===== src/rtl/atm_pkg.sv =====
`timescale 1ns / 1ps

package atm_pkg;

	localparam int WORD_BITS   = 32;
	localparam int ADDR_BITS   = 8;
	localparam int OPC_BITS    = 5;
	localparam int ACC_BITS    = 2;
	localparam int CFG_BITS    = 9;
	localparam int PC_OUT_BITS = 16;
	localparam int S_DATA_BITS = 48;
	localparam int M_DATA_BITS = 88;
	localparam int RESET_WORDS = 256;
	localparam int QUEUE_DEPTH = 2;

	typedef enum logic [ACC_BITS-1:0] {
		K_EXEC,
		K_WRITE,
		K_READ,
		K_RESTART
	} kind_t;

	typedef enum logic [OPC_BITS-1:0] {
		OP_RET, OP_NON, OP_LFT, OP_RHT, OP_UPP, OP_DWN, OP_ADD, OP_SUB,
		OP_AND, OP_ORR, OP_XOR, OP_INC, OP_DEC, OP_ZER, OP_DBL, OP_SHL,
		OP_SHR, OP_MOV, OP_JMP, OP_JMPZ, OP_JMPNZ, OP_NJMP, OP_NJMPZ, OP_NJMPNZ,
		OP_PJMP, OP_PJMPZ, OP_PJMPNZ, OP_CALL, OP_BACK
	} op_t;

	typedef struct packed {
		kind_t                 kind;
		op_t                   op;
		logic [ADDR_BITS-1:0]  addr;
		logic [WORD_BITS-1:0]  wdata;
	} item_t;

	typedef struct packed {
		logic                  start;
		logic                  neg;
		logic [WORD_BITS-1:0]  dividend;
	} rem_req_t;

	typedef enum logic [1:0] {
		B_IDLE,
		B_EXEC,
		B_DIV,
		B_WB
	} back_state_t;

endpackage


===== src/rtl/atm_front.sv =====
`timescale 1ns / 1ps

module atm_front (
	input  logic                          clk,
	input  logic                          arst_n,
	input  logic                          s_tvalid,
	output logic                          s_tready,
	input  logic [atm_pkg::S_DATA_BITS-1:0] s_tdata,
	input  logic [atm_pkg::ACC_BITS-1:0]  s_tuser,
	output logic                          q_valid,
	output atm_pkg::item_t                q_item,
	input  logic                          pop
);
	import atm_pkg::*;

	localparam int IDX_BITS = $clog2(QUEUE_DEPTH);
	localparam int CNT_BITS = $clog2(QUEUE_DEPTH + 1);

	item_t                ent_q [QUEUE_DEPTH];
	logic [IDX_BITS-1:0]  wr_q;
	logic [IDX_BITS-1:0]  rd_q;
	logic [CNT_BITS-1:0]  count_q;
	item_t                in_item;
	logic                 push;
	logic [OPC_BITS-1:0]  opcode;

	// Opcodes past the last instruction behave as a no-op.
	always_comb begin
		opcode        = s_tdata[OPC_BITS-1:0];
		in_item.kind  = kind_t'(s_tuser);
		in_item.op    = (opcode > OPC_BITS'(OP_BACK)) ? OP_NON : op_t'(opcode);
		in_item.addr  = s_tdata[OPC_BITS +: ADDR_BITS];
		in_item.wdata = s_tdata[OPC_BITS + ADDR_BITS +: WORD_BITS];
	end

	assign s_tready = (count_q != CNT_BITS'(QUEUE_DEPTH));
	assign push     = s_tvalid && s_tready;
	assign q_valid  = (count_q != '0);
	assign q_item   = ent_q[rd_q];

	always_ff @(posedge clk) begin
		if (push) begin
			ent_q[wr_q] <= in_item;
		end
	end

	always_ff @(posedge clk or negedge arst_n) begin
		if (!arst_n) begin
			wr_q    <= '0;
			rd_q    <= '0;
			count_q <= '0;
		end else begin
			if (push) begin
				wr_q <= (wr_q == IDX_BITS'(QUEUE_DEPTH - 1)) ? '0 : wr_q + IDX_BITS'(1);
			end
			if (pop) begin
				rd_q <= (rd_q == IDX_BITS'(QUEUE_DEPTH - 1)) ? '0 : rd_q + IDX_BITS'(1);
			end
			if (push && !pop) begin
				count_q <= count_q + CNT_BITS'(1);
			end else if (pop && !push) begin
				count_q <= count_q - CNT_BITS'(1);
			end
		end
	end

endmodule


===== config.mk =====
export PLATFORM = sky130hd
export DESIGN_NAME = atm_front
export DESIGN_NICKNAME = d
export VERILOG_FILES = /design/src/rtl/atm_pkg.sv /design/src/rtl/atm_front.sv
export SDC_FILE = /design/constraint.sdc
export NUM_CORES = 1
export LEC_CHECK = 0
export ABC_AREA = 0
export BUFFER_PORTS_ARGS = -buffer_cell sky130_fd_sc_hd__buf_2
export CORE_ASPECT_RATIO = 1.25
export CORE_MARGIN = 5
export CORE_UTILIZATION = 45
export CTS_CLUSTER_SIZE = 24
export DETAILED_ROUTE_END_ITERATION = 12
export PLACE_DENSITY = 0.76
export REMOVE_ABC_BUFFERS = 1
export SETUP_SLACK_MARGIN = 0.2
export SYNTH_ARGS = -nofsm -noshare
export SYNTH_HDL_FRONTEND = slang
export SYNTH_SLANG_ARGS = --single-unit
export TNS_END_PERCENT = 20

===== constraint.sdc =====
create_clock -name clk -period 3.7 [get_ports clk]
set_input_delay 0.185 -clock clk [delete_from_list [all_inputs] [get_ports clk]]
set_output_delay 0.185 -clock clk [all_outputs]
set_load 0.03 [all_outputs]

=== After elaboration in Yosys (flattened, before gate mapping) ===
Memory sizes are Yosys's and may differ from the RTL's.
Cells that the tools add are included.

* $add $sub $neg: 4
* Multipliers: 0
* Div/mod/pow operators: 0
* Order comparisons: 1
* Equal/unequal tests: 1
* Shift operators: 0
* Multiplexer cells: 7
* Bitwise logic cells: 0
* Reduce and logical (&&, ||, !) cells: 7

{| class="wikitable"
|+ Operators by type and width
! cell !! number
|-
| 5-bit greater-than comparator, second input constant || 1
|-
| 5-bit 2-to-1 mux || 1
|-
| 1-bit 2-to-1 mux || 4
|-
| 2-bit 2-to-1 mux || 2
|-
| 2-bit nonzero test || 2
|-
| 1-bit logical AND || 3
|-
| 1-bit adder, second input constant || 2
|-
| 2-bit by 1-bit adder with 2-bit output, second input constant || 1
|-
| 1-bit logical NOT || 2
|-
| 2-bit != test, second input constant || 1
|-
| 2-bit by 1-bit subtractor with 2-bit output, second input constant || 1
|}

* Flip-flop bits (word level): 4
* Bits in latches: 0
* Bits in writable memories: 94
* ROM bits: 0
* Input bits: 54
* Output and inout port bits: 49
* Memories: 1

{| class="wikitable"
|+ Memories
! memory !! words !! width !! rd ports !! clocked after memory_dff !! wr ports !! line !! text
|-
| ent_q || 2 || 47 || 1 || 0 || 1 || atm_front.sv:19 || <nowiki>item_t ent_q [QUEUE_DEPTH];</nowiki>
|}

=== Longest topological paths before layout ===
Gate-level depths: netlist (run 1).

* Depth in word-level cells: 6
* Mapped depth: 7

=== Worst setup path after synthesis (run 1) ===
Ideal clock, no wire load.

* Path type: reg-to-reg
* Start point: register count_q[0]
* End point: memory ent_q[0][0] in the netlist's numbering, enable pin
* Library setup time: 0.452 ns
* Arrival: 2.865 ns
* Setup slack: 0.383 ns
* Stages on the path, launching flop included: 4
* Path through: dfrtp_1 > nand2b_1 > nand2_1 > nor2_1

* Longest elaborated chain between the ends: 4

{| class="wikitable"
|+ RTL lines
! what !! line !! text
|-
| from (decl) || atm_front.sv:22 || <nowiki>logic [CNT_BITS-1:0] count_q;</nowiki>
|-
| from (signal assigned) || atm_front.sv:60 || <nowiki>count_q <= count_q + CNT_BITS'(1);</nowiki>
|-
| from (signal assigned) || atm_front.sv:62 || <nowiki>count_q <= count_q - CNT_BITS'(1);</nowiki>
|-
| 2-bit != test || atm_front.sv:36 || <nowiki>assign s_tready = (count_q != CNT_BITS'(QUEUE_DEPTH));</nowiki>
|-
| via s_tready || atm_front.sv:7 || <nowiki>output logic s_tready,</nowiki>
|-
| 1-bit logical AND || atm_front.sv:37 || <nowiki>assign push = s_tvalid && s_tready;</nowiki>
|-
| 1-bit 2-to-1 mux || atm_front.sv:42 || <nowiki>if (push) begin</nowiki>
|-
| 1-bit 2-to-1 mux (implied by the code) || atm_front.sv:43 || <nowiki>ent_q[wr_q] <= in_item;</nowiki>
|-
| to (decl) || atm_front.sv:19 ||
|}

The timed path passes the listed nets, and every way through them passes these cells.

==> flow_summary_export.csv, run 1 <==
group,metric,value,unit
final_layout,fillers,613,
floorplan,io-pin-count,103,
floorplan,core_area,0.00815,sq mm
synth,synth.top_cells.by_count,"94 x edfxtp_1, 27 x mux2_2, 20 x mux2_4",
clock_network,clock_path_buffers,2,
detailed_routing,drt-initial-drc-count,79,
clock_network,clk_latency,360,ps
worst_hold_path,hp-class,"in -> reg",
placed_design,dp.cells,365,
pwr,comb_power_share,0.385,
timing,finalMaxSlewViolations,0,
detailed_routing,wl_per_cell,16.0,um
synth,synth-xor-area-share,0.0118,
run,drv_cap,0,
detailed_routing,viasPerCell,4.77,
timing,setup_viol,0,
timing,rsz0062_at_grt,"no",
setup_path,critical_path_class,"reg -> out",
floorplan,die_w,91.3,um
timing,fin_crit_sh,0.660,
placed_design,gp_congestion,0.649,
detailed_routing,drtPass1Iterations,4,
synth,netlist_area,0.00372,sq mm
clock_network,cts_tree,"done",
pwr,clockPowerShare,0.171,
clock_network,cts.sinks,98,
grt,first_global_vias,2260,
setup_path,endpoint_kind,"primary output",
grt,grt_pass1_wl,11.0,mm
clock_network,postCtsHoldBufs,41,
synth,synthDistinctLibCells,21,
timing,fin_tns_setup,0,ps
final_layout,num_antenna_cells,0,
synth,synth_top_area_frac,0.759,
timing,hold_violations,0,
timing,fmax,409,MHz
final_layout,stdcell_area,0.00492,sq mm
synth,async_flop_share,0.0408,
synth,synth-main-ff-cell,"edfxtp_1",
synth,synth_area_leaders,"edfxtp_1 76%, mux2_2 8.2%, mux2_4 8.1%",
placed_design,placed_cell_area,0.00432,sq mm
clock_network,cts_inserted_buffers,9,
detailed_routing,antenna_left,0,
clock_network,ctsHtreeMaxLevel,3,
synth,synth_cells,172,
synth,synth_compound_area_frac,0.0124,
placed_design,hpwl,4.21,mm
timing,max-slew-margin-rel,0.259,
timing,max_slew.worst_pin.slew,1110,ps
detailed_routing,drc,0,
grt,antenna_found_initial,0,
floorplan,start_util,0.457,
setup_path,cp_max_fo,27,
synth,ys_ff_latch,98,
final_layout,multi_input_area,752,sq um
clock_network,root_buffer,"clkbuf_8",
synth,yosysWarnings,0,
pwr,p_leak,1.93,nW
synth,synth-adder-area-share,0.00336,
final_layout,regArea,0.00292,sq mm
timing,finClkSkew,5.42,ps
final_layout,stdcell_count,423,
floorplan,fp.dieArea,0.0102,sq mm
synth,synth_top_area_cell,"edfxtp_1",
run_status,status,"finished clean",
grt,gr-total-overflow,0,
setup_path,critical_path_required,3510,ps
clock_network,post_cts_buffers,0,
grt,grt_max_degree,48,
final_layout,area_growth,32.1,%
clock_network,cts_resized,0,
pwr,p_seq_frac,0.444,
pwr,internal_power,2.39,mW
grt,track_usage,0.141,
synth,seq_area_frac_synth,0.785,
setup_path,crit_arrival,2260,ps
final_layout,drive_gt1_frac,0.500,
pwr,swShare,0.360,
floorplan,core.rowCount,37,
timing,timing.final.crit_period,2440,ps
synth,synth-simple-area-share,0.00975,
synth,synth_mux_area_frac,0.162,
synth,synth_top_family_by_area,"multiplexers",
pwr,p_per_area,760,mW/mm^2
synth,yosysMostFrequentCell,"edfxtp_1",
placed_design,port-buffer-count,99,
final_layout,nets,376,
pwr,p_sw,1.34,mW
floorplan,die_y,112,um
pwr,vdd_drop_max,0.000519,V
detailed_routing,vias,2018,
clock_network,cts.clk_slew.worst_paths,80,ps
setup_path,start_kind,"register",
synth,synth_edf_count,94,
detailed_routing,wirelength,6.77,mm
synth,synth_area_per_cell,21.6,sq um
-- cell usage in the layout, fill, tap and decap left out, drive strengths merged, types with 2 or more instances in the layout --
master / instances
a21boi: 2
buf: 101
clkbuf: 12
clkinv: 3
dfrtp: 4
dlygate4sd3: 42
edfxtp: 94
inv: 3
mux2: 47
nor2: 2
xnor2: 2
xor2: 3
-- worst max-delay path: stages, from the launching register on --
cell     delay, ps
dfrtp_2        860
buf_4          440
mux2_2         390
buf_2          180
-- flip-flops by register name, summed over array words and instances (netlist names) --
signal,cells
ent_q,94
count_q,2
wr_q,1
rd_q,1
-- per-stage QoR --
stage,hold slack (ps),power [mW],utilization,setup WS (ps)
2_1_floorplan,-111,2.73,-,383
3_3_place_gp,-9.01,3.08,0.530,1600
3_5_place_dp,-4.96,3.11,0.530,1530
4_1_cts,0.946,3.79,0.602,1210
5_1_grt,0.570,3.93,0.604,1110
6_report,24.0,3.73,0.604,1260
-- final cells by class --
cell class / count / area share
flip-flops and latches: 98 / 0.595
repair buffers: 143 / 0.189
multi-input cells: 66 / 0.153
clock buffers: 12 / 0.0275
well taps: 97 / 0.0247
clock inverters: 4 / 0.00865
inverters: 3 / 0.00229
-- metal layers --
metal,global-route usage,wire [um]
met5,0,0
met4,0.0734,166
met3,0.0446,365
met2,0.254,3730
met1,0.144,2510
-- power groups by stage --
stage	clock network [mW]	registers [mW]	logic, mW
global route	0.710	1.69	1.53
CTS	0.665	1.66	1.46
floorplan	0	1.69	1.04
detailed placement	0	1.69	1.42
finish	0.638	1.66	1.44
global placement	0	1.67	1.41
-- worst paths after layout --
check / start / endpoint / slack (ps) / cells after the start
worst min register to register: count_q[1] / count_q[1] / 490 / 1
min in group asynchronous: arst_n / count_q[0] / 170 / 2
worst min-delay path: s_tdata[13] / ent_q[0][0] / 20 / 1
worst max register to register: count_q[0] / ent_q[0][42] / 1570 / 4
max in group asynchronous: arst_n / rd_q / 3400 / 2
worst max-delay path: rd_q / q_item[30] / 1260 / 3
-- logic make-up (layout without fill, tap and decap cells) --
group           after synthesis  count (layout)
xor+xnor                      5               5
compound gates                6               6
buf+inv                       8             162
flops                        98              98
fa+ha+maj                     1               1
simple gates                  7               7
mux                          47              47
Power figures use the tool's default switching activity.
==> inputs of run 2 (changes only) <==
clock period = 2.4 ns   (was 3.7 ns; I/O delays follow)
==> run 2 against run 1 <==
Count of clock-buffer cells in the layout is 3 higher. Clock power grew 35%. First-iteration DRC count fell by 14%. Via count barely moved.
==> flow_summary_export.csv, run 2 (synthesis gave the netlist of run 1 again) <==
group,metric,value,unit
clock_network,cts.clk_slew.worst_paths,80,ps
setup_path,critical_path_required,2280,ps
setup_path,crit_arrival,1650,ps
run,drv_cap,0,
setup_path,worstSetupPathDepth,3,
timing,setup_viol,0,
floorplan,fp.dieArea,0.0102,sq mm
timing,finalWorstSetupSlack,632,ps
final_layout,largest_register_ffs,94,
pwr,p_leak,1.95,nW
final_layout,nets,382,
clock_network,clock_path_buffers,2,
timing,fin_crit_sh,0.737,
detailed_routing,met2WireLength,3.50,mm
timing,finalMaxSlewViolations,0,
detailed_routing,drc,0,
clock_network,cts_tree,"done",
detailed_routing,wirelength,6.48,mm
detailed_routing,wl_per_cell,15.1,um
clock_network,cts_inserted_buffers,9,
clock_network,cts.sinks,98,
grt,grt_max_degree,25,
detailed_routing,vias,2017,
run_status,status,"finished clean",
detailed_routing,dr_wl_met3,394,um
final_layout,area_growth,33.1,%
final_layout,drive_gt1_frac,0.497,
floorplan,core.rowCount,37,
detailed_routing,viasPerCell,4.70,
clock_network,clk_latency,340,ps
clock_network,post_cts_buffers,0,
detailed_routing,wl_met1,2.45,mm
timing,finClkSkew,6.43,ps
final_layout,top_register,"ent_q",
clock_network,ctsHtreeMaxLevel,3,
placed_design,placed_cell_area,0.00436,sq mm
timing,max-slew-margin-rel,0.766,
setup_path,crit_buf_inv,2,
placed_design,gp_congestion,0.654,
worst_hold_path,hold_depth,2,
setup_path,crit_chain,"buf_4, mux2_2, buf_2",
final_layout,stdcell_count,429,
placed_design,hpwl,4.34,mm
grt,gr-total-overflow,0,
grt,grt_pass1_wl,10.5,mm
worst_hold_path,hp-class,"in -> reg",
setup_path,start_kind,"register",
setup_path,r2r-start,"count_q[0]",
final_layout,num_antenna_cells,0,
final_layout,final_cell_mix,"99 x buf_2, 94 x edfxtp_1, 44 x dlygate4sd3_1",
setup_path,cp_slowest_stage_delay,390,ps
floorplan,io-pin-count,103,
timing,max_slew.worst_pin.slew,351,ps
pwr,p_per_area,1150,mW/mm^2
timing,rsz0062_at_grt,"no",
floorplan,die_y,112,um
setup_path,endpoint_kind,"primary output",
setup_path,rr_worst_depth,7,
grt,first_global_vias,2164,
placed_design,port-buffer-count,99,
clock_network,root_buffer,"clkbuf_8",
setup_path,critical_path_class,"reg -> out",
pwr,vdd_drop_max,0.000725,V
final_layout,final_common_cell,"buf_2",
setup_path,r2r_end,"count_q[1]",
detailed_routing,highest_layer,"met4",
placed_design,dp.cells,369,
timing,timing.final.crit_period,1770,ps
worst_hold_path,min-delay-start,"s_tdata[0]",
floorplan,core_area,0.00815,sq mm
grt,track_usage,0.132,
floorplan,die_w,91.3,um
detailed_routing,drt-initial-drc-count,68,
setup_path,cp_max_fo,24,
detailed_routing,antenna_left,0,
timing,fmax,566,MHz
final_layout,reg_top3,"ent_q: 94 flops, count_q: 2 flops",
final_layout,finalCoreUtilization,0.608,
floorplan,start_util,0.457,
placed_design,dp_slack,902,ps
setup_path,cp_top_family,"buffers and inverters",
detailed_routing,drtPass1Iterations,4,
setup_path,critPathSlowestCell,"dfrtp_2",
timing,whs,100,ps
final_layout,stdcell_area,0.00495,sq mm
setup_path,ff2ff_setup_slack,880,ps
worst_hold_path,hold_end,"ent_q[1][40]",
timing,hold_violations,0,
grt,antenna_found_initial,0,
## run 2: changes by cell type in the layout (fill, tap and decap cells not counted), sizes merged
cell / before / now
clkinv: 3 / 1
clkbuf: 12 / 15
buf: 101 / 105
dlygate4sd3: 42 / 44
bufinv: 1 / 0
## run 2: per-layer routing
metal / vias to the layer above / global-route usage
met2: 63 / 0.229
met5: - / 0
met1: 966 / 0.146
li1: 979 / -
met3: 9 / 0.0372
met4: 0 / 0.0675
## run 2: worst max path at each step
stage               slack [ps]            to  startpoint
finish                     630    q_item[32]        rd_q
global route               530    q_item[29]        rd_q
CTS                        590    q_item[29]        rd_q
detailed placement         900  ent_q[0][12]  count_q[0]
global placement           930    count_q[1]  count_q[0]
floorplan                 -920   ent_q[0][0]  count_q[0]
## run 2: area by class of cell
type	count	area [sq um]
fillers	629	3200
flip-flops and latches	98	2920
repair buffers	149	993
multi-input cells	66	752
clock buffers	15	146
well taps	97	121
inverters	3	11.3
clock inverters	1	3.75
## run 2: timing repair
item	in CTS	in global routing
resized for setup	0	0
hold buffers	44	0
hold endpoints to repair	89	0
## run 2: metrics by stage
step | setup TNS [ps] | power (mW)
6_report | 0 | 5.68
4_1_cts | 0 | 5.78
5_1_grt | 0 | 5.99
2_1_floorplan | -43090 | 4.21
3_3_place_gp | 0 | 4.80
3_5_place_dp | 0 | 4.85
## run 2: worst register-to-register path, cell delays in order, from the launching register on
cell and delay, ps:
dfrtp_1 420, nand2b_1 190, nand2_1 170, inv_1 60, ha_1 190, xor2_1 150, nor2_1 110, xor2_1 150
## run 2: where the power goes
part	switching [mW]	total (mW)	internal [mW]	leakage (nW)
Combinational	1.45	2.37	0.915	0.957
Clock	0.484	0.862	0.377	0.0734
Sequential	0.112	2.45	2.34	0.919
Total	2.05	5.68	3.63	1.95
