[config.mk]
export PLATFORM = sky130hd
export DESIGN_NAME = atm_rem
export DESIGN_NICKNAME = d
export VERILOG_FILES = /design/src/rtl/atm_pkg.sv /design/src/rtl/atm_rem.sv
export SDC_FILE = /design/constraint.sdc
export NUM_CORES = 1
export LEC_CHECK = 0
export ABC_AREA = 1
export BUFFER_PORTS_ARGS = -buffer_cell sky130_fd_sc_hd__buf_2
export CAP_MARGIN = 20
export CORE_UTILIZATION = 57
export DETAILED_ROUTE_END_ITERATION = 12
export PLACE_DENSITY = 0.8
export SKIP_CTS_REPAIR_TIMING = 1
export SLEW_MARGIN = 20
export SYNTH_ARGS = -nofsm -noshare
export SYNTH_HDL_FRONTEND = slang
export SYNTH_SLANG_ARGS = --single-unit
[constraint.sdc]
create_clock -name clk -period 6.15 [get_ports clk]
set_clock_uncertainty 0.2 [all_clocks]
set_input_delay 1.23 -clock clk [delete_from_list [all_inputs] [get_ports clk]]
set_output_delay 1.23 -clock clk [all_outputs]
set_load 0.05 [all_outputs]
[src/rtl/atm_pkg.sv]
`timescale 1ns / 1ps

package atm_pkg;

	localparam int WORD_BITS   = 32;
	localparam int ADDR_BITS   = 8;
	localparam int OPC_BITS    = 5;
	localparam int ACC_BITS    = 2;
	localparam int CFG_BITS    = 9;
	localparam int PC_OUT_BITS = 16;
	localparam int S_DATA_BITS = 48;
	localparam int M_DATA_BITS = 88;
	localparam int RESET_WORDS = 256;
	localparam int QUEUE_DEPTH = 2;

	typedef enum logic [ACC_BITS-1:0] {
		K_EXEC,
		K_WRITE,
		K_READ,
		K_RESTART
	} kind_t;

	typedef enum logic [OPC_BITS-1:0] {
		OP_RET, OP_NON, OP_LFT, OP_RHT, OP_UPP, OP_DWN, OP_ADD, OP_SUB,
		OP_AND, OP_ORR, OP_XOR, OP_INC, OP_DEC, OP_ZER, OP_DBL, OP_SHL,
		OP_SHR, OP_MOV, OP_JMP, OP_JMPZ, OP_JMPNZ, OP_NJMP, OP_NJMPZ, OP_NJMPNZ,
		OP_PJMP, OP_PJMPZ, OP_PJMPNZ, OP_CALL, OP_BACK
	} op_t;

	typedef struct packed {
		kind_t                 kind;
		op_t                   op;
		logic [ADDR_BITS-1:0]  addr;
		logic [WORD_BITS-1:0]  wdata;
	} item_t;

	typedef struct packed {
		logic                  start;
		logic                  neg;
		logic [WORD_BITS-1:0]  dividend;
	} rem_req_t;

	typedef enum logic [1:0] {
		B_IDLE,
		B_EXEC,
		B_DIV,
		B_WB
	} back_state_t;

endpackage

[src/rtl/atm_rem.sv]
`timescale 1ns / 1ps

module atm_rem #(
	parameter int DIV_BITS = 9
) (
	input  logic                 clk,
	input  logic                 arst_n,
	input  atm_pkg::rem_req_t    req,
	input  logic [DIV_BITS-1:0]  divisor,
	output logic                 done,
	output logic [DIV_BITS-1:0]  rem_res
);
	import atm_pkg::*;

	localparam int CNT_BITS = $clog2(WORD_BITS + 1);

	logic                  busy_q;
	logic                  done_q;
	logic [CNT_BITS-1:0]   cnt_q;
	logic [DIV_BITS-1:0]   r_q;
	logic [DIV_BITS-1:0]   d_q;
	logic [WORD_BITS-1:0]  dvd_q;
	logic                  neg_q;
	logic [DIV_BITS:0]     trial;
	logic [DIV_BITS:0]     diff;
	logic [DIV_BITS-1:0]   step_r;

	// One quotient bit per cycle, dividend bits taken from the top down.
	always_comb begin
		trial  = {r_q, dvd_q[WORD_BITS-1]};
		diff   = trial - {1'b0, d_q};
		step_r = (trial >= {1'b0, d_q}) ? diff[DIV_BITS-1:0] : trial[DIV_BITS-1:0];
	end

	always_ff @(posedge clk) begin
		if (req.start) begin
			r_q   <= '0;
			d_q   <= divisor;
			dvd_q <= req.dividend;
			neg_q <= req.neg;
		end else if (busy_q) begin
			r_q   <= step_r;
			dvd_q <= {dvd_q[WORD_BITS-2:0], 1'b0};
		end
	end

	always_ff @(posedge clk or negedge arst_n) begin
		if (!arst_n) begin
			busy_q <= 1'b0;
			done_q <= 1'b0;
			cnt_q  <= '0;
		end else begin
			done_q <= busy_q && (cnt_q == CNT_BITS'(1)) && !req.start;
			if (req.start) begin
				busy_q <= 1'b1;
				cnt_q  <= CNT_BITS'(WORD_BITS);
			end else if (busy_q) begin
				cnt_q <= cnt_q - CNT_BITS'(1);
				if (cnt_q == CNT_BITS'(1)) begin
					busy_q <= 1'b0;
				end
			end
		end
	end

	// A negative dividend with a nonzero remainder is folded into the range [0, d).
	assign done    = done_q;
	assign rem_res = (neg_q && (r_q != '0)) ? d_q - r_q : r_q;

endmodule

# Yosys cells after proc, flatten, opt, wreduce, memory -nomap -nowiden
# Cells that the tools add are included.
# totals
register_bits	59
output_inout_bits	10
inputBits	45
word_cells	27
# classes
magnitude_cmp	1
n_reduce_logical	6
eq_ne	1
addsub	3
n_mux	9
# op_table
cell	n
32-bit 2-to-1 mux	2
9-bit 2-to-1 mux	2
9-bit subtractor	2
6-bit 2-to-1 mux	2
10-bit by 9-bit >= comparator with 1-bit output	1
9-bit nonzero test	1
6-bit by 1-bit equality test with 1-bit output (second input constant)	1
6-bit by 1-bit subtractor with 6-bit output (second input constant)	1
1-bit logical AND	3
1-bit 2-to-1 mux	3
2-bit nonzero test	1
1-bit logical NOT	1

# Depth between registers and ports, before layout
# Gate-level depths: netlist of run 1.
# logic_depth
depth_word	4
mapped_depth	13
mapped_depth_nobuf	13

# Worst setup path after synthesis of run 1
# No wires, ideal clock.
# synth_path
path_type	flip-flop to output port
start	reg r_q[0]
end	out rem_res[2]
setup_slack_ps	2510
required_time_ps	4720
stages_incl_launch_ff	5
path_buffers	0
t_arrival_ps	2210
path_cell_list	dfxtp_1 > ha_1 > fa_1 > xor2_1 > o21ai_0
# synth_between
elab_chain_cells	3
elab_cells_between_ends	4
cone_classes	add/sub (1); mux (1); reduce/logical (2)
# synth_lines
element	line_no	text
start: declaration	atm_rem.sv:20	logic [DIV_BITS-1:0] r_q;
start signal: assignment	atm_rem.sv:42	r_q <= step_r;
branches (longest 2 deep; another with 9-bit subtractor)	--	
9-bit 2-to-1 mux *	atm_rem.sv:68	assign rem_res = (neg_q && (r_q != '0)) ? d_q - r_q : r_q;
end: declaration	atm_rem.sv:11	output logic [DIV_BITS-1:0] rem_res
# Every way passes the cells marked *.

# Worst setup path in the final report of run 1
# layout_path
start	reg r_q[0]
end	out rem_res[8]
# The elaborated chain is that of the path after synthesis.

==> metrics, run 1 <==
status complete, no violations; r2r setup slk 4020 ps; Die Wd 80.3 µm; maximum achievable frequency 0.263 GHz; share of cells above drive strength 1 0.164; DIE HEIGHT 80.3 µm; hold endpoint r_q[6]$_SDFFE_PP0P_; TritonCTS clock tree yes; reg2reg end r_q[4]$_SDFFE_PP0P_; setup_tns 0 ps; clk slew on worst S/H paths 70 ps; WL/cell 12.3 µm; H-tree lvl count 3; TritonRoute pass-1 iters 5; Syn Std Cell Area 3500 µm²; Max IR drop VDD 0.246 mV; Synth Warn # 0; I/O Pins 55; type of origin of the critical path flop; Crit-path slowest cell dfxtp_1; Async SR Flop Fraction 0.136; diode count 0; Die Area 6450 µm²; Tot GR Track Use 0.240; Most common cell on crit path nand2_1; crit path max fanout 7; CP Data Arrival Time 2380 ps; Multi-input gate area 1600 µm²; R2R cell count 10; cell taking the most area after synthesis edfxtp_1; WL final 7.11 mm; pre-CTS WS 2360 ps; Placer Congestion 0.876; Synth area leaders edfxtp_1 (36%), nand2_1 (20%), ha_1 (6.8%), inv_1 (5.8%), dfrtp_1 (5.7%); EDFF count, synth 42; Fillers 490; Clock Sinks 59; RSZ-0062 raised after global routing false; Mapped Nets 504; RR Startpoint dvd_q[31]$_DFFE_PP_; Post-Layout Inst Area 4010 µm²; hold path depth 2; vias per inst 5.20; Syn Area/Cell 7.98 µm²; Cell Pwr Density 399 nW/µm²; part of the Yosys area used for sequential elements 0.470; count leader, synth nand2_1; Rel. slew slack 0.400; DP Area 3830 µm²; sequence of cells on the critical path ha_1, fa_1, nand3b_1, nand2_1, nand3_1, nand2_1, nand2_1, nand2_1, nand2_1, o21ai_0, buf_2; fin crit period 3810 ps; Reg area 1640 µm²; initial antenna violation count 0; Routed Antenna Nets 0; Crit path largest cell delay 400 ps; # setup viols final 0; Distinct cells, synth 32; Synth top area share 0.361; max cap viols 0; vias in the first global route 2746; CP required 4720 ps; grt ovf 0; CP bufs+invs 1; clk root buf clkbuf_8; CTS Buf Count 9; family with the most delay on the worst path adder cells; Leak 2.12 nW; worst setup margin 2340 ps; Seq cells post-synth 59; # DRC 0; Syn-to-layout area delta 14.7%; Initial Util 0.590; dpl hpwl 5.12 mm; core area 5920 µm²; Post-Synthesis Cells 438; Vias 2995; min-delay worst type flop to flop; # rows 28; Final Hold Viols 0; Buffers on Ports 54; CP Class flop to primary output; Critical Path End Type primary output; global-route wire length before repair 11.6 mm; min-delay src r_q[6]$_SDFFE_PP0P_; Bufs on Longest Clock Path 2; largest net degree at the start of global routing 49; layout net count 562; worst-margin pin slew 895 ps; Top FF cell, synth edfxtp_1; fin crit share 0.619; DRT iter0 DRCs 109; commonest cells in the netlist nand2_1 (190), inv_1 (54), edfxtp_1 (42), nand3_1 (32), ha_1 (19); Clock Latency Late Sink 340 ps; max-slew violations 0
==> through the flow <==
stage,hold WS (ps),power (mW),utilization,std cells
global route,305,1.71,0.677,576
detailed placement,282,1.26,0.646,560
finish,297,1.60,0.677,576
global placement,262,1.24,0.646,560
floorplan,248,1.11,-,438
CTS,293,1.60,0.677,576
==> power by group <==
group	total, mW	internal, mW	leakage [nW]	switching (mW)
Combinational	0.720	0.236	1.40	0.484
Sequential	0.539	0.490	0.622	0.0490
Clock	0.339	0.183	0.0935	0.156
==> logic make-up after synthesis <==
group | synth area share
flops | 0.470
buf+inv | 0.0730
fa+ha+maj | 0.0795
xor+xnor | 0.0150
simple gates | 0.319
compound gates | 0.0437
==> layer usage <==
layer / part of all wire / vias up / GRT usage
met4: 0.025 / 0 / 0.127
met3: 0.053 / 21 / 0.0523
met5: 0 / - / 0
li1: - / 1522 / -
met1: 0.43 / 1357 / 0.283
met2: 0.49 / 95 / 0.407
==> placed cells by master, fill, tap and decap left out, types with 2 or more instances in the layout <==
| master | n |
|---|---|
| nand3b_1 | 5 |
| clkinv_1 | 2 |
| buf_2 | 54 |
| dfrtp_1 | 8 |
| nor2_2 | 2 |
| inv_1 | 54 |
| xnor2_1 | 4 |
| edfxtp_1 | 42 |
| nand2_2 | 2 |
| clkinv_2 | 3 |
| dfxtp_1 | 9 |
| fa_1 | 2 |
| nor3_1 | 4 |
| nand4_1 | 3 |
| nor2_1 | 12 |
| xor2_1 | 2 |
| nand3_1 | 32 |
| nand2_1 | 190 |
| nor2_4 | 2 |
| ha_1 | 19 |
| clkbuf_8 | 9 |
| inv_2 | 2 |
| nor4_1 | 2 |
| a21oi_1 | 13 |
| o21ai_0 | 13 |
==> sequential cells by signal, summed over array words and instances, names as in the netlist <==
signal and cells:
dvd_q 32, r_q 9, d_q 9, cnt_q 6
neg_q 1, done 1, busy_q 1
==> worst min-delay path, cell delays in order (launching register included) <==
cell,delay [ps]
dfxtp_1,340
nand2_1,70
nand2_1,50
==> layout make-up <==
type                       count  area share
inverter                      57      0.0534
multi-input combinational    314       0.399
timing repair buffer          55      0.0693
clock buffer                  10      0.0318
tap                           75      0.0234
sequential                    59       0.409
clock inverter                 6      0.0140
==> worst max path at each step <==
| stage | slack (ps) | end | startpoint | depth (start not counted) |
|---|---|---|---|---|
| floorplan | 2510 | rem_res[2] | r_q[0]$_SDFFE_PP0P_ | 4 |
| global placement | 2470 | dvd_q[17]$_DFFE_PP_ | req[33] | 4 |
| detailed placement | 2360 | dvd_q[12]$_DFFE_PP_ | req[33] | 4 |
| CTS | 2340 | rem_res[8] | r_q[0]$_SDFFE_PP0P_ | 11 |
| global route | 2170 | rem_res[8] | r_q[0]$_SDFFE_PP0P_ | 11 |
| finish | 2340 | rem_res[8] | r_q[0]$_SDFFE_PP0P_ | 11 |
No activity file was read; power rests on OpenSTA's default activity.
==> inputs of run 2 (changes only) <==
--- a/config.mk
+++ b/config.mk
@@ -5,12 +5,12 @@
 export SDC_FILE = /design/constraint.sdc
 export NUM_CORES = 1
 export LEC_CHECK = 0
-export ABC_AREA = 1
+export ABC_AREA = 0
 export BUFFER_PORTS_ARGS = -buffer_cell sky130_fd_sc_hd__buf_2
 export CAP_MARGIN = 20
-export CORE_UTILIZATION = 57
+export CORE_UTILIZATION = 51
 export DETAILED_ROUTE_END_ITERATION = 12
-export PLACE_DENSITY = 0.8
+export PLACE_DENSITY = 0.76
 export SKIP_CTS_REPAIR_TIMING = 1
 export SLEW_MARGIN = 20
 export SYNTH_ARGS = -nofsm -noshare
==> constraint.sdc (replaced) <==
create_clock -name clk -period 3.3 [get_ports clk]
set_clock_uncertainty 0.2 [all_clocks]
set_input_delay 0.66 -clock clk [delete_from_list [all_inputs] [get_ports clk]]
set_output_delay 0.66 -clock clk [all_outputs]
set_load 0.05 [all_outputs]
==> run 2 against run 1 <==
Sequential share of layout area up 0.90 points. Clock power up 98%. Final cell count down 26%. Combinational power up 130%. Largest cell class unchanged.
==> metrics, run 2 <==
status complete, no violations; top flop regs dvd_q: 32 flops, d_q: 9 flops, r_q: 9 flops; Fillers 495; sequential power share 0.314; layout net count 415; share of cells above drive strength 1 0.345; Critical Path End Type primary output; net switching power 1.48 mW; Final Hold Viols 0; commonest cells in the netlist edfxtp_1 (42), mux2_2 (31), inv_1 (24), nor2_1 (22), ha_1 (19); Worst Hold Slack 287 ps; clk root buf clkbuf_8; hold path depth 1; Bufs on Longest Clock Path 2; crit path max fanout 3; WL final 6.43 mm; clk slew on worst S/H paths 80 ps; worst setup margin 6.18 ps; fin crit share 0.998; initial antenna violation count 0; Die Area 6820 µm²; min-delay worst type input port to flop; combinational fraction of design power 0.491; Rel. slew slack 0.519; CP startpoint d_q[0]$_DFFE_PP_; Tot GR Track Use 0.208; Post-Layout Inst Area 3930 µm²; max cap viols 0; maximum achievable frequency 0.304 GHz; Async SR Flop Fraction 0.136; Max IR drop VDD 0.752 mV; Mapped Nets 355; TritonCTS clock tree yes; Syn Std Cell Area 3310 µm²; EDFF count, synth 42; Seq cells post-synth 59; R2R cell count 10; most common cell after layout, fill and taps aside buf_2; worst-margin pin slew 721 ps; largest register by flop count dvd_q; Post-Layout Cell Count 429; Clock power frac 0.195; DP Area 3660 µm²; DRT iter0 DRCs 141; # DRC 0; sw frac 0.431; commonest non-fill, non-tap cells in the layout buf_2 (50), edfxtp_1 (42), mux2_2 (31); DIE HEIGHT 82.6 µm; RSZ-0062 raised after global routing true; CP Data Arrival Time 2430 ps; Leak 1.68 nW; type of origin of the critical path flop; CTS Buf Count 9; CP Class flop to primary output; Die Wd 82.6 µm; global-route wire length before repair 10.3 mm; pre-CTS WS 211 ps; Internal Power 1.96 mW; vias in the first global route 2335; count leader, synth edfxtp_1; largest net degree at the start of global routing 44; I/O Pins 55; grt ovf 0; Clock Latency Late Sink 340 ps; Post-Synthesis Cells 289; # setup viols final 0; WL/cell 15.0 µm; Synth Warn # 0; vias per inst 5.64; core area 6100 µm²; Clock Sinks 59; # rows 28; Initial Util 0.543; CP required 2440 ps; fin crit period 3290 ps; dpl hpwl 4.45 mm; post-layout utilization of the core 0.645; cell taking the most area after synthesis edfxtp_1; Buffers on Ports 54; Synth top area share 0.381; Placer Congestion 0.833; TritonRoute pass-1 iters 4; Cell Pwr Density 875 nW/µm²; diode count 0; Routed Antenna Nets 0; Top FF cell, synth edfxtp_1; min-delay src divisor[0]; Synth area leaders edfxtp_1 (38%), mux2_2 (11%), ha_1 (7.2%), dfrtp_1 (6.0%), dfxtp_1 (5.4%); Syn Area/Cell 11.5 µm²; Syn-to-layout area delta 18.8%; RR Startpoint dvd_q[31]$_DFFE_PP_; H-tree lvl count 3; Distinct cells, synth 46; Vias 2418; placed instance count 411; max-slew violations 0; Largest register FFs 32; part of the Yosys area used for sequential elements 0.496
[run 2: changes by cell type in the layout (fill, tap and decap cells not counted), moves of 7 or more]
cell / delta
inv_1: -31
a211oi_1: +7
buf_4: +7
mux2_2: +31
nand2_1: -175
nand3_1: -29
nor2_1: +10
[run 2: path summary, 6_finish.rpt]
check / slack (ps) / endpoint
max: 6 / rem_res[6]
min: 290 / d_q[0]$_DFFE_PP_
max reg2reg: 610 / r_q[6]$_SDFFE_PP0P_
min reg2reg: 330 / cnt_q[5]$_DFFE_PN0P_
max in group asynchronous: 2250 / cnt_q[2]$_DFFE_PN0P_
min in group asynchronous: 480 / cnt_q[5]$_DFFE_PN0P_
[run 2: cell families after synthesis]
group	count (synthesis)	share of synthesized area
simple gates	70	0.107
flops	59	0.496
compound gates	57	0.122
mux	36	0.121
buf+inv	35	0.0420
fa+ha+maj	21	0.0839
xor+xnor	11	0.0291
[run 2: metal layers]
layer,vias to the layer above,global-route usage,share of wire
met2,78,0.336,0.47
li1,1192,-,-
met3,16,0.0681,0.069
met1,1132,0.254,0.44
met4,0,0.0966,0.019
met5,-,0,0
[run 2: layout make-up]
class,instances,area [µm²],share of cell area
repair buffers,60,328,0.0834
multi-input cells,195,1580,0.401
flip-flops and latches,59,1650,0.418
clock inverters,7,75.1,0.0191
well taps,75,93.8,0.0239
clock buffers,9,124,0.0315
inverters,24,90.1,0.0229
[run 2: critical path: stages (launching register included)]
cell	delay, ps
edfxtp_1	370
inv_2	50
ha_4	160
fa_2	380
nor2b_2	150
o31a_1	240
o21ai_1	120
a211o_1	310
o211ai_1	90
buf_4	220
[run 2: stage by stage]
stage               TNS [ps]  total power, mW
floorplan                  0             2.32
global placement           0             2.64
detailed placement         0             2.67
CTS                     -344             3.35
global route            -189             3.67
finish                     0             3.44
[run 2: power groups by stage]
stage / clock network [mW] / logic [mW] / registers, mW
after floorplan: 0 / 1.27 / 1.05
after CTS: 0.684 / 1.60 / 1.07
after global routing: 0.715 / 1.85 / 1.10
final: 0.670 / 1.69 / 1.08
after detailed placement: 0 / 1.59 / 1.08
after global placement: 0 / 1.56 / 1.08
==> inputs of run 3 (changes only) <==
--- a/config.mk
+++ b/config.mk
@@ -11,6 +11,7 @@
 export CORE_UTILIZATION = 51
 export DETAILED_ROUTE_END_ITERATION = 12
 export PLACE_DENSITY = 0.76
+export RECOVER_POWER = 50
 export SKIP_CTS_REPAIR_TIMING = 1
 export SLEW_MARGIN = 20
 export SYNTH_ARGS = -nofsm -noshare
==> run 3 against run 2 <==
Fmax hardly changed. Worst hold slack hardly changed. Die area stayed put.
==> metrics, run 3 (synthesized netlist as in run 2, its figures left out) <==
fin crit share 0.998; Syn-to-layout area delta 18.5%; Die Area 6820 µm²; clk slew on worst S/H paths 80 ps; pre-CTS WS 211 ps; sequential power share 0.314; commonest non-fill, non-tap cells in the layout buf_2 (47), edfxtp_1 (42), mux2_2 (31); # DRC 0; CP required 2440 ps; Final Hold Viols 0; CTS Buf Count 9; Clock Latency Late Sink 340 ps; GR Layer Usage met1 0.254; grt ovf 0; Leak 1.67 nW; core area 6100 µm²; Max IR drop VDD 0.752 mV; Cell Pwr Density 878 nW/µm²; Clock power frac 0.195; Die Wd 82.6 µm; Placer Congestion 0.833; sw frac 0.431; Critical Path End Type primary output; Bufs on Longest Clock Path 2; Post-Layout Inst Area 3920 µm²; DIE HEIGHT 82.6 µm; CP Class flop to primary output; Rel. slew slack 0.133; TritonCTS clock tree yes; WL/cell 15.0 µm; RSZ-0062 raised after global routing true; largest register by flop count dvd_q; max-slew violations 0; Vias 2418; Routed Antenna Nets 0; GR Util met3 0.0681; post-layout utilization of the core 0.643; TritonRoute pass-1 iters 4; vias in the first global route 2335; max cap viols 0; diode count 0; top flop regs dvd_q: 32 flops, d_q: 9 flops, r_q: 9 flops; WL final 6.45 mm; fin crit period 3290 ps; Largest register FFs 32; largest net degree at the start of global routing 44; initial antenna violation count 0; global-route wire length before repair 10.3 mm; Buffers on Ports 54; placed instance count 411; dpl hpwl 4.45 mm; grt met2 use 0.336; CP Data Arrival Time 2430 ps; type of origin of the critical path flop; Post-Layout Cell Count 429; H-tree lvl count 3; Fillers 497; clk root buf clkbuf_8; DRT iter0 DRCs 134; worst setup margin 6.04 ps; sequence of cells on the critical path inv_2, ha_4, fa_2, nor2b_2, o31a_1, o21ai_1, a211o_1, o211ai_1, buf_4; # setup viols final 0; setup_tns 0 ps; maximum achievable frequency 0.304 GHz; DP Area 3660 µm²; Tot GR Track Use 0.208; GRT Max-Usage Layer met2; status complete, no violations; combinational fraction of design power 0.491; vias per inst 5.64; Internal Power 1.96 mW; Clock Sinks 59; share of cells above drive strength 1 0.331; Crit path largest cell delay 380 ps; # rows 28; Initial Util 0.543; layout net count 415; worst-margin pin slew 1300 ps; net switching power 1.48 mW; crit path max fanout 3; most common cell after layout, fill and taps aside buf_2; min-delay worst type input port to flop; Crit-path slowest cell fa_2; I/O Pins 55
==> run 3: cell count changes in the layout (fill, tap and decap cells not counted), sizes merged <==
cell,change
buf,-5
clkbuf,+5
==> run 3: path summary, 6_finish.rpt <==
kind,startpoint,end,slack (ps),depth (start not counted)
hold reg to reg,cnt_q[5]$_DFFE_PN0P_,cnt_q[5]$_DFFE_PN0P_,330,2
max in group asynchronous,arst_n,cnt_q[2]$_DFFE_PN0P_,2030,2
setup reg to reg,dvd_q[31]$_DFFE_PP_,r_q[6]$_SDFFE_PP0P_,570,10
setup / recovery,d_q[0]$_DFFE_PP_,rem_res[6],6,9
hold / removal,divisor[0],d_q[0]$_DFFE_PP_,290,1
min in group asynchronous,arst_n,cnt_q[5]$_DFFE_PN0P_,560,2
==> run 3: critical path, delay by kind of cell, from the launching register on <==
kind,cells,cell delay [ps]
AND/OR/NAND/NOR,1,150
adder cells (fa/ha/maj),2,540
buffers and inverters,2,270
AO/OA/AOI/OAI,4,760
flip-flops,1,370
==> run 3: per-layer routing <==
metal	wire length, µm	part of all wire	vias up
met4	125	0.019	0
met5	0	0	-
li1	-	-	1192
met3	442	0.069	16
met2	3060	0.47	75
met1	2820	0.44	1135
==> run 3: cell type report <==
type / count / area [µm²] / share of cell area
clock inverters: 7 / 75.1 / 0.0191
inverters: 24 / 90.1 / 0.0230
repair buffers: 60 / 318 / 0.0810
clock buffers: 9 / 124 / 0.0316
well taps: 75 / 93.8 / 0.0239
flip-flops and latches: 59 / 1650 / 0.419
multi-input cells: 195 / 1580 / 0.402
==> run 3: stage by stage <==
| stage | power (mW) | hold WS [ps] |
|---|---|---|
| 2_1_floorplan | 2.32 | 164 |
| 6_report | 3.44 | 287 |
| 3_5_place_dp | 2.67 | 310 |
| 3_3_place_gp | 2.64 | 309 |
| 5_1_grt | 3.67 | 276 |
| 4_1_cts | 3.35 | -64.0 |
==> run 3: power by group through the flow <==
stage | logic, mW | registers [mW] | clock network, mW
after floorplan | 1.27 | 1.05 | 0
after global placement | 1.56 | 1.08 | 0
after detailed placement | 1.59 | 1.08 | 0
after CTS | 1.60 | 1.07 | 0.684
after global routing | 1.85 | 1.10 | 0.715
final | 1.69 | 1.08 | 0.670
